==> config.mk <==
export PLATFORM = sky130hd
export DESIGN_NAME = positional_list_insert_delete
export DESIGN_NICKNAME = d
export VERILOG_FILES = /design/src/hw/rtl/pli_pkg.sv /design/src/hw/rtl/pli_ram.sv /design/src/hw/rtl/pli_step.sv /design/src/hw/rtl/positional_list_insert_delete.sv
export SDC_FILE = /design/constraint.sdc
export NUM_CORES = 1
export LEC_CHECK = 0
export ABC_CLOCK_PERIOD_IN_PS = 4800
export BUFFER_PORTS_ARGS = -buffer_cell sky130_fd_sc_hd__buf_2
export CORE_MARGIN = 2
export CORE_UTILIZATION = 55
export DETAILED_ROUTE_END_ITERATION = 10
export PLACE_DENSITY = 0.72
export SLEW_MARGIN = 20
export SYNTH_ARGS = -nofsm -noshare
export SYNTH_HDL_FRONTEND = slang
export SYNTH_SLANG_ARGS = --single-unit
==> constraint.sdc <==
create_clock -name clock -period 4.8 [get_ports clock]
set_clock_uncertainty 0.2 [all_clocks]
set_input_delay 0.48 -clock clock [delete_from_list [all_inputs] [get_ports clock]]
set_output_delay 0.48 -clock clock [all_outputs]
set_load 0.01 [all_outputs]
==> src/hw/rtl/pli_pkg.sv <==
`default_nettype none

package pli_pkg;

   localparam int DEPTH = 16;
   localparam int IDX_W = $clog2(DEPTH);
   localparam int CNT_W = $clog2(DEPTH + 1);
   localparam int POS_W = 5;
   localparam int VAL_W = 32;
   localparam int LEN_W = 5;
   localparam int ST_W  = 2;
   // compare width wide enough for both count and position, plus one
   localparam int CMP_W = ((CNT_W > POS_W) ? CNT_W : POS_W) + 1;

   localparam logic KIND_INSERT = 1'b0;
   localparam logic KIND_DELETE = 1'b1;

   localparam logic [ST_W-1:0] STATUS_OK     = 2'd0;
   localparam logic [ST_W-1:0] STATUS_BADPOS = 2'd1;
   localparam logic [ST_W-1:0] STATUS_FULL   = 2'd2;

   typedef struct packed {
      logic                     kind;
      logic [POS_W-1:0]         position;
      logic signed [VAL_W-1:0]  item_value;
   } req_type;

   typedef struct packed {
      logic [ST_W-1:0]          status;
      logic signed [VAL_W-1:0]  removed_value;
      logic [LEN_W-1:0]         list_length;
   } rsp_type;

   typedef struct packed {
      logic              wr_en;
      logic [IDX_W-1:0]  wr_addr;
      logic [VAL_W-1:0]  wr_data;
      logic [IDX_W-1:0]  rd_addr;
   } ram_ctrl_type;

   typedef struct packed {
      logic              dec;
      logic [CNT_W-1:0]  a;
      logic [CNT_W-1:0]  b;
   } step_ctrl_type;

   typedef struct packed {
      logic [CNT_W-1:0]  res;
      logic              res_lt_b;
      logic              b_lt_a;
   } step_res_type;

endpackage

`default_nettype wire

==> src/hw/rtl/pli_ram.sv <==
`default_nettype none

module pli_ram (
   input  wire                            clock,
   input  pli_pkg::ram_ctrl_type          ctrl,
   output logic [pli_pkg::VAL_W-1:0]      rd_data
);
   import pli_pkg::*;

   logic [VAL_W-1:0] mem [DEPTH];

   always_ff @(posedge clock) begin
      if (ctrl.wr_en) begin
         mem[ctrl.wr_addr] <= ctrl.wr_data;
      end
   end

   always_ff @(posedge clock) begin
      rd_data <= mem[ctrl.rd_addr];
   end

endmodule

`default_nettype wire

==> src/hw/rtl/pli_step.sv <==
`default_nettype none

// Shared index unit: increment or decrement plus two compares.
module pli_step (
   input  pli_pkg::step_ctrl_type  ctrl,
   output pli_pkg::step_res_type   result
);
   import pli_pkg::*;

   logic [CNT_W-1:0] sum;

   always_comb begin
      if (ctrl.dec) begin
         sum = ctrl.a - CNT_W'(1);
      end else begin
         sum = ctrl.a + CNT_W'(1);
      end
      result.res      = sum;
      result.res_lt_b = (sum < ctrl.b);
      result.b_lt_a   = (ctrl.b < ctrl.a);
   end

endmodule

`default_nettype wire

==> src/hw/rtl/positional_list_insert_delete.sv <==
// Positional list of up to DEPTH signed 32-bit values, 1-based positions.
// Request channel (req_valid/req_stall/req_data): kind 0 inserts item_value
// at position, moving later entries up; kind 1 deletes the entry at
// position, moving later entries down. Each transfer gives one response
// (rsp_valid/rsp_stall/rsp_data): status, removed value and new length.
// Entries move one place at a time, each read then written, through a list
// memory with one write port and one registered read port, driven by one
// shared index unit. An item moves m entries, m being at most the length;
// a rejected item moves none and goes straight to its response.
// req_stall is high whilst an item is being worked on. The response sits in
// an output register; a new request is taken while it waits, but the next
// result is held until the previous one has been transferred.
// Reset empties the list and drops any pending response; memory contents
// are left as they are and are never read before being written.
`default_nettype none

module positional_list_insert_delete (
   input  wire               clock,
   input  wire               reset,
   input  wire               req_valid,
   output logic              req_stall,
   input  pli_pkg::req_type  req_data,
   output logic              rsp_valid,
   input  wire               rsp_stall,
   output pli_pkg::rsp_type  rsp_data
);
   import pli_pkg::*;

   typedef enum logic [3:0] {
      S_IDLE, S_INS_RD, S_INS_WR, S_INS_PUT, S_DEL_RD, S_DEL_CAP,
      S_DEL_SHRD, S_DEL_SHWR, S_DEL_FIN, S_RESP
   } state_type;

   state_type         state_ff, state_in;
   logic [CNT_W-1:0]  count_ff, count_in;
   logic [CNT_W-1:0]  idx_ff, idx_in;
   logic [CNT_W-1:0]  wa_ff, wa_in;
   logic [CNT_W-1:0]  pm1_ff, pm1_in;
   logic [VAL_W-1:0]  val_ff, val_in;
   logic [ST_W-1:0]   status_ff, status_in;
   logic [VAL_W-1:0]  removed_ff, removed_in;
   logic              rsp_valid_ff, rsp_valid_in;
   rsp_type           rsp_ff, rsp_in;

   ram_ctrl_type      ram_ctrl;
   logic [VAL_W-1:0]  rd_data;
   step_ctrl_type     step_ctrl;
   step_res_type      step_res;

   logic [CMP_W-1:0]  pos_x, cnt_x;
   logic              pos_zero, ins_bad, ins_full, del_bad, ins_shift;
   logic              rsp_load;

   pli_ram u_ram (
      .clock   (clock),
      .ctrl    (ram_ctrl),
      .rd_data (rd_data)
   );

   pli_step u_step (
      .ctrl   (step_ctrl),
      .result (step_res)
   );

   always_comb begin
      pos_x     = CMP_W'(req_data.position);
      cnt_x     = CMP_W'(count_ff);
      pos_zero  = (req_data.position == '0);
      ins_bad   = pos_zero || (pos_x > (cnt_x + CMP_W'(1)));
      ins_full  = (cnt_x == CMP_W'(DEPTH));
      del_bad   = pos_zero || (pos_x > cnt_x);
      ins_shift = (pos_x <= cnt_x);
   end

   always_comb begin
      state_in   = state_ff;
      count_in   = count_ff;
      idx_in     = idx_ff;
      wa_in      = wa_ff;
      pm1_in     = pm1_ff;
      val_in     = val_ff;
      status_in  = status_ff;
      removed_in = removed_ff;
      rsp_load   = 1'b0;

      ram_ctrl.wr_en   = 1'b0;
      ram_ctrl.wr_addr = wa_ff[IDX_W-1:0];
      ram_ctrl.wr_data = rd_data;
      ram_ctrl.rd_addr = idx_ff[IDX_W-1:0];

      step_ctrl.dec = 1'b0;
      step_ctrl.a   = idx_ff;
      step_ctrl.b   = count_ff;

      case (state_ff)
         S_IDLE: begin
            step_ctrl.dec = 1'b1;
            step_ctrl.a   = count_ff;
            if (req_valid) begin
               val_in     = req_data.item_value;
               pm1_in     = CNT_W'(pos_x - CMP_W'(1));
               removed_in = '0;
               if (req_data.kind == KIND_INSERT) begin
                  if (ins_bad) begin
                     status_in = STATUS_BADPOS;
                     state_in  = S_RESP;
                  end else if (ins_full) begin
                     status_in = STATUS_FULL;
                     state_in  = S_RESP;
                  end else begin
                     status_in = STATUS_OK;
                     idx_in    = step_res.res;
                     wa_in     = count_ff;
                     state_in  = ins_shift ? S_INS_RD : S_INS_PUT;
                  end
               end else begin
                  if (del_bad) begin
                     status_in = STATUS_BADPOS;
                     state_in  = S_RESP;
                  end else begin
                     status_in = STATUS_OK;
                     idx_in    = CNT_W'(pos_x - CMP_W'(1));
                     state_in  = S_DEL_RD;
                  end
               end
            end
         end
         S_INS_RD: begin
            state_in = S_INS_WR;
         end
         S_INS_WR: begin
            ram_ctrl.wr_en = 1'b1;
            step_ctrl.dec  = 1'b1;
            step_ctrl.b    = pm1_ff;
            wa_in          = idx_ff;
            idx_in         = step_res.res;
            state_in       = step_res.b_lt_a ? S_INS_RD : S_INS_PUT;
         end
         S_INS_PUT: begin
            ram_ctrl.wr_en   = 1'b1;
            ram_ctrl.wr_addr = pm1_ff[IDX_W-1:0];
            ram_ctrl.wr_data = val_ff;
            step_ctrl.a      = count_ff;
            count_in         = step_res.res;
            state_in         = S_RESP;
         end
         S_DEL_RD: begin
            state_in = S_DEL_CAP;
         end
         S_DEL_CAP: begin
            removed_in = rd_data;
            wa_in      = idx_ff;
            idx_in     = step_res.res;
            state_in   = step_res.res_lt_b ? S_DEL_SHRD : S_DEL_FIN;
         end
         S_DEL_SHRD: begin
            state_in = S_DEL_SHWR;
         end
         S_DEL_SHWR: begin
            ram_ctrl.wr_en = 1'b1;
            wa_in          = idx_ff;
            idx_in         = step_res.res;
            state_in       = step_res.res_lt_b ? S_DEL_SHRD : S_DEL_FIN;
         end
         S_DEL_FIN: begin
            step_ctrl.dec = 1'b1;
            step_ctrl.a   = count_ff;
            count_in      = step_res.res;
            state_in      = S_RESP;
         end
         S_RESP: begin
            // previous response must have been transferred first
            if (!rsp_valid_ff || !rsp_stall) begin
               rsp_load = 1'b1;
               state_in = S_IDLE;
            end
         end
         default: begin
            state_in = S_IDLE;
         end
      endcase

      rsp_in.status        = status_ff;
      rsp_in.removed_value = removed_ff;
      rsp_in.list_length   = LEN_W'(count_ff);
      rsp_valid_in         = rsp_load ? 1'b1 : (rsp_valid_ff && rsp_stall);
   end

   always_ff @(posedge clock) begin
      if (reset) begin
         state_ff     <= S_IDLE;
         count_ff     <= '0;
         rsp_valid_ff <= 1'b0;
      end else begin
         state_ff     <= state_in;
         count_ff     <= count_in;
         rsp_valid_ff <= rsp_valid_in;
      end
      idx_ff     <= idx_in;
      wa_ff      <= wa_in;
      pm1_ff     <= pm1_in;
      val_ff     <= val_in;
      status_ff  <= status_in;
      removed_ff <= removed_in;
      if (rsp_load) begin
         rsp_ff <= rsp_in;
      end
   end

   assign req_stall = (state_ff != S_IDLE);
   assign rsp_valid = rsp_valid_ff;
   assign rsp_data  = rsp_ff;

   a_count_range: assert property (@(posedge clock) disable iff (reset)
      CMP_W'(count_ff) <= CMP_W'(DEPTH))
      else $error("list length beyond capacity");

   a_ins_move_adjacent: assert property (@(posedge clock) disable iff (reset)
      (state_ff == S_INS_WR) |-> (wa_ff == idx_ff + CNT_W'(1)))
      else $error("insert move not between adjacent entries");

   a_del_move_adjacent: assert property (@(posedge clock) disable iff (reset)
      (state_ff == S_DEL_SHWR) |-> (idx_ff == wa_ff + CNT_W'(1)))
      else $error("delete move not between adjacent entries");

   a_count_change: assert property (@(posedge clock) disable iff (reset)
      (count_ff != $past(count_ff)) |->
         ($past(state_ff) == S_INS_PUT || $past(state_ff) == S_DEL_FIN))
      else $error("length changed outside a completing item");

   a_rsp_source: assert property (@(posedge clock) disable iff (reset)
      $rose(rsp_valid_ff) |-> ($past(state_ff) == S_RESP))
      else $error("response raised without a finished item");

endmodule

`default_nettype wire
* Yosys cells after proc, flatten, opt, wreduce, memory -nomap -nowiden
Memory sizes are Yosys's and may differ from the RTL's. A register that Yosys moved wholly into a read port is not among the register bits.
Cells that the tools add are included.
** Cells by class
- Multiplexer cells :: 38
- Reduce and logical (&&, ||, !) cells :: 22
- $lt $le $gt $ge :: 5
- Equality and inequality tests :: 18
- Divide/modulo/power cells :: 0
- Add/subtract/negate cells :: 4
- Shift operators :: 0
- Bitwise operators :: 0
- Multiply operators :: 0
** Operators by type and width (number)
- $pmux 32 s2 :: 1
- $mux 4 :: 11
- $mux 5 :: 8
- $mux 36 :: 1
- $mux 32 :: 1
- $pmux 4 s8 :: 1
- $eq 4x3->1 const B :: 4
- $reduce_or 3->1 :: 4
- $lt 5x5->1 :: 2
- $mux 2 :: 5
- $ne 2x2->1 const B :: 5
- $pmux 5 s2 :: 1
- $reduce_and 5->1 :: 2
- $sub 5x1->5 const B :: 2
- $ne 3x3->1 const B :: 3
- $eq 4x2->1 const B :: 2
- $eq 4x4->1 const B :: 2
- $mux 1 :: 8
- $pmux 4 s2 :: 1
- $add 5x1->6 const B :: 1
- $gt 5x6->1 :: 1
- $reduce_and 2->1 :: 3
- $add 5x1->5 const B :: 1
- $eq 5x5->1 const B :: 1
- 11 further kinds :: 16
** Word-level totals
- Memories :: 1
- Input port bits :: 42
- Memory bits (read-only) :: 0
- Flip-flop bits (word level) :: 129
- Bits in latches :: 0
- Bits in writable memories :: 512
- Word-level logic and storage cells :: 100
- Output and inout bits :: 41
** Memories
- u_ram.mem :: depth 16, bits a word 32, rd ports 1, clocked after memory_dff 1, write ports 1, RTL line pli_ram.sv:10 : logic [VAL_W-1:0] mem [DEPTH];

* Logic depth before layout (Yosys ltp)
- Word-level depth :: 10
- Gate-level depth with buffers :: 18
- Depth with buffers taken out :: 16

* Hierarchy
Synthesis repeated with hierarchy kept, for this count alone.
** Second synthesis, totals
- Cells, all modules :: 1251
- Area, all modules :: 25665.9 µm²
** Modules (own cells, without submodules)
- pli_ram :: cells an instance 838, times used 1, area an instance 19835.3 µm², seq. area each 16015.4 µm²
- positional_list_insert_delete :: cells an instance 371, times used 1, area an instance 5502.8 µm², seq. area each 3773.6 µm²
- pli_step :: cells an instance 42, times used 1, area an instance 327.8 µm², seq. area each 0.0 µm²

* Worst setup path after synthesis
No wires, ideal clock.
- Kind :: register -> register
- Start point :: reg state_ff[2]
- End point :: reg rsp_ff, in the netlist rsp_data[0] (enable)
- Path buffers :: 2
- Library setup time :: 0.448 ns
- Path slack :: 1.286 ns
- Required time :: 4.152 ns
- Cell stages (with the launch flop) :: 6
- Period minus slack after synthesis :: 3.514 ns
- Arrival time :: 2.866 ns
- Cell sequence :: dfxtp_1 buf_4 clkbuf_1 nor2_1 nand3_1 a21oi_1
** On the way
- Cells in the longest elaborated chain, start to end :: 2
** RTL lines
- start, declared :: RTL line positional_list_insert_delete.sv:34 : state_type state_ff, state_in;
- start signal, assigned :: RTL line positional_list_insert_delete.sv:195 : state_ff <= state_in;
- $eq 4x4->1 :: RTL line positional_list_insert_delete.sv:95 : case (state_ff)
- $mux 1 :: RTL line positional_list_insert_delete.sv:95
- named net rsp_load :: RTL line positional_list_insert_delete.sv:52 : logic rsp_load;
- end signal, assigned :: RTL line positional_list_insert_delete.sv:206 : rsp_ff <= rsp_in;
- end, declared :: RTL line positional_list_insert_delete.sv:43 : rsp_type rsp_ff, rsp_in;
The timed path passes the listed nets, and every way through them passes these cells.
A chain may end at the register's enable or synchronous reset.

==> qor.csv <==
stage,metric,value,unit
detailed_routing,Routed Wire Length,53800,um
sta,pins over their slew limit,0,
global_routing,initial antenna violation count,0,
die,Die X,221,um
die,Initial Util,0.555,
sta,final worst slack,0.637,ns
min_path,Hold Crit Class,in -> reg,
cts,Sink Count,673,
die,core area,0.0465,mm^2
cts,# hold bufs at CTS,32,
die,area of the die,0.0486,mm^2
cts,"Setup Fix Bufs, Post-CTS",0,
setup_path,type of origin of the critical path,flop,
synth,Syn Std Cell Area,0.0258,mm^2
placed_design,dpl hpwl,28900,um
final_layout,# nets final,1493,
detailed_routing,via count,12400,
synth,cell taking the most area after synthesis,edfxtp_1,
power_and_ir_drop,Pint,13.2,mW
cts,Post-CTS Resized,0,
final_layout,Reg area,0.0198,mm^2
setup_path,most used cell along the critical path,a21oi_1,
synth,share of the synthesized area in the top cell type,0.735,
setup_path,Critical Path RT,5.07,ns
detailed_routing,DR pass1 iterations,7,
global_routing,vias in the first global route,12700,
setup_path,CP max-delay cell,dfxtp_1,
sta,unrepaired setup endpoints after global routing,false,
synth,"Distinct cells, synth",58,
run,Max-Cap Viols,0,
setup_path,worst path cell trace,and4bb_2 -> nor2_2 -> a21oi_1 -> fa_1 -> nand2b_1 -> a21oi_1 -> nor2_1 -> xnor3_1 -> ha_1 -> nand2_1 -> nor2_1 -> a211oi_1 -> nand2_1 -> a211oi_1 -> a21oi_1,
synth,number of flops mapped to enable cells by yosys,631,
sta,Final Cycle Share,0.867,
placed_design,final RePlAce weighted congestion,0.818,
final_layout,area of the multi-input gates,0.00579,mm^2
global_routing,global route total overflow,0,
sta,"Hold Violations, Final",0,
synth,cells after synthesis,1264,
setup_path,crit path buf inv count,0,
synth,"Seq/Total Area, Yosys",0.767,
detailed_routing,ANT nets after route,0,
die,# rows,79,
placed_design,I/O Buffers,82,
sta,post-layout min period,4.16,ns
setup_path,Crit Path Max Fanout,19,
cts,H-tree Lvls,3,
die,I/O Pins,83,
setup_path,Crit Path Class,reg -> reg,
detailed_routing,via-per-instance ratio,5.97,
final_layout,layout filler cell count,3151,
synth,Ys Warns,0,
detailed_routing,Post-route DRC,0,
detailed_routing,initial DRC count,1205,
power_and_ir_drop,Max rail drop VDD,0.434,mV
setup_path,"CP delay by family, top",simple AND/OR/NAND/NOR gates,
power_and_ir_drop,sequential fraction of design power,0.443,
synth,post-synth net total,1331,
global_routing,largest net degree at the start of global routing,71,
power_and_ir_drop,LEAKAGE,9.88,nW
detailed_routing,drt wl/cell,25.8,um
setup_path,Critical Path Max Stage Delay,0.75,ns
cts,clk slew on worst S/H paths,0.06,ns
power_and_ir_drop,Sw Share,0.295,
final_layout,Util after Layout,0.638,
synth,"Avg Cell Area, Syn",20.4,um^2
cts,Clock Path Buffers,3,
power_and_ir_drop,Comb power frac,0.284,
sta,Fmax,0.240,GHz
synth,async set-or-reset flop fraction in the synthesized netlist,0,
final_layout,area delta synth->final,14.9,%
run_status,outcome,"complete, no violations",
global_routing,first-pass GRT wire length,80600,um
power_and_ir_drop,power per cell area,632,mW/mm^2
synth,Synth Flop Type,edfxtp_1,
cts,CTS Root Cell,clkbuf_16,
setup_path,Setup crit end kind,flop,
sta,setup violators final,0,
placed_design,Post-Place Setup Slack,0.683,ns
sta,Slew @ Worst Pin,1.09,ns
cts,CTS tree,built,
synth,Post-synth top cells,"edfxtp_1, mux4_2, nand2_1",
sta,Slew headroom,0.275,
cts,TritonCTS Buffers,68,
setup_path,CP arrival,4.43,ns
die,Chip Height,221,um
power_and_ir_drop,NetSw,5.53,mW
sta,setup TNS,0,ns
global_routing,Total Routing Usage GR,0.231,
final_layout,antenna cells,0,
power_and_ir_drop,Clk network pwr share,0.273,
synth,largest cells by area after synthesis,"edfxtp_1, mux4_2, dfxtp_1, nand2_1, ha_1",
synth,Seq cells post-synth,673,
final_layout,fraction of layout cells with a size suffix above 1,0.275,
synth,top-count cell post-synth,edfxtp_1,
cts,Clock Latency Late Sink,0.58,ns
-- worst register-to-register path: stages, from the launching register on --
cell and delay, ns:
dfxtp_1 0.75, and4bb_2 0.34, nor2_2 0.28, a21oi_1 0.22
fa_1 0.46, nand2b_1 0.16, a21oi_1 0.14, nor2_1 0.07
xnor3_1 0.23, ha_1 0.33, nand2_1 0.09, nor2_1 0.04
a211oi_1 0.26, nand2_1 0.14, a211oi_1 0.25, a21oi_1 0.09
-- flip-flops by register name, summed over array words and instances, names as in the netlist --
register	count
u_ram.mem	512
rsp_data	39
removed_ff	32
u_ram.rd_data	32
val_ff	32
count_ff	5
idx_ff	5
pm1_ff	5
state_ff	4
wa_ff	4
status_ff	2
rsp_valid	1
-- routing by layer --
metal / up-vias / global-route usage / wire length (um)
met5: - / 0 / 0
met1: 6539 / 0.329 / 22900
met3: 80 / 0.0451 / 3130
met4: 0 / 0.0549 / 1050
met2: 413 / 0.378 / 26700
li1: 5395 / - / -
-- worst paths after layout --
| path | from | endpoint | slack, ns | cells past startpoint |
|---|---|---|---|---|
| setup / recovery | state_ff[2] | state_ff[3] | 0.64 | 15 |
| hold reg to reg | removed_ff[29] | rsp_data[34] | 0.22 | 0 |
| hold / removal | req_data[37] | status_ff[1] | 0.04 | 2 |
| setup reg to reg | state_ff[2] | state_ff[3] | 0.64 | 15 |
-- area by class of cell --
class,instances,area share
Tap cell,607,0.0256
Clock buffer,94,0.0645
Timing Repair Buffer,149,0.0348
Sequential cell,673,0.668
Inverter,26,0.00329
Clock inverter,26,0.00824
Multi-Input combinational cell,508,0.196
-- logic make-up after synthesis --
logic type	after synthesis	synth area share
DFF	673	0.767
and+or+nand+nor	244	0.0439
muxes	169	0.144
buffers and inverters	83	0.0135
AOI/OAI and AO/OA	62	0.0161
adders and majority gates	25	0.0124
xor gates and xnor gates	8	0.00325
-- through the flow --
step	total power, mW	hold WS (ns)	instances	area (um^2)
6_report	18.7	0.0358	2083	29600
5_1_grt	19.6	0.0180	2083	29600
4_1_cts	18.9	0.00393	2083	29600
3_5_place_dp	13.8	0.205	1931	27200
3_3_place_gp	13.6	0.202	1931	27200
2_1_floorplan	12.2	0.200	1264	25800
-- power by group through the flow --
stage          Combinational (mW)  Clock [mW]  Sequential (mW)
4_1_cts                      5.39        5.19             8.30
2_1_floorplan                3.98           0             8.24
3_3_place_gp                 5.22           0             8.39
5_1_grt                      5.85        5.42             8.36
6_report                     5.32        5.11             8.30
3_5_place_dp                 5.34           0             8.41
-- layout by cell type, fill, tap and decap left out, drive strengths merged, types with 6 or more instances in the layout --
cell         netlist  routed
inv               26      27
nor3              10      10
nand2b             7       7
dlygate4sd3        0      32
and2              33      33
clkbuf            31      94
buf               26     117
a21oi             17      17
ha                24      24
o21ai             11      11
nor2              45      45
dfxtp             42      42
nand2            124     124
clkinv             0      19
a211oi             7       7
mux4             160     160
edfxtp           631     631
nand3              6       6
a21o               8       8
No activity file was read; power rests on OpenSTA's default activity.
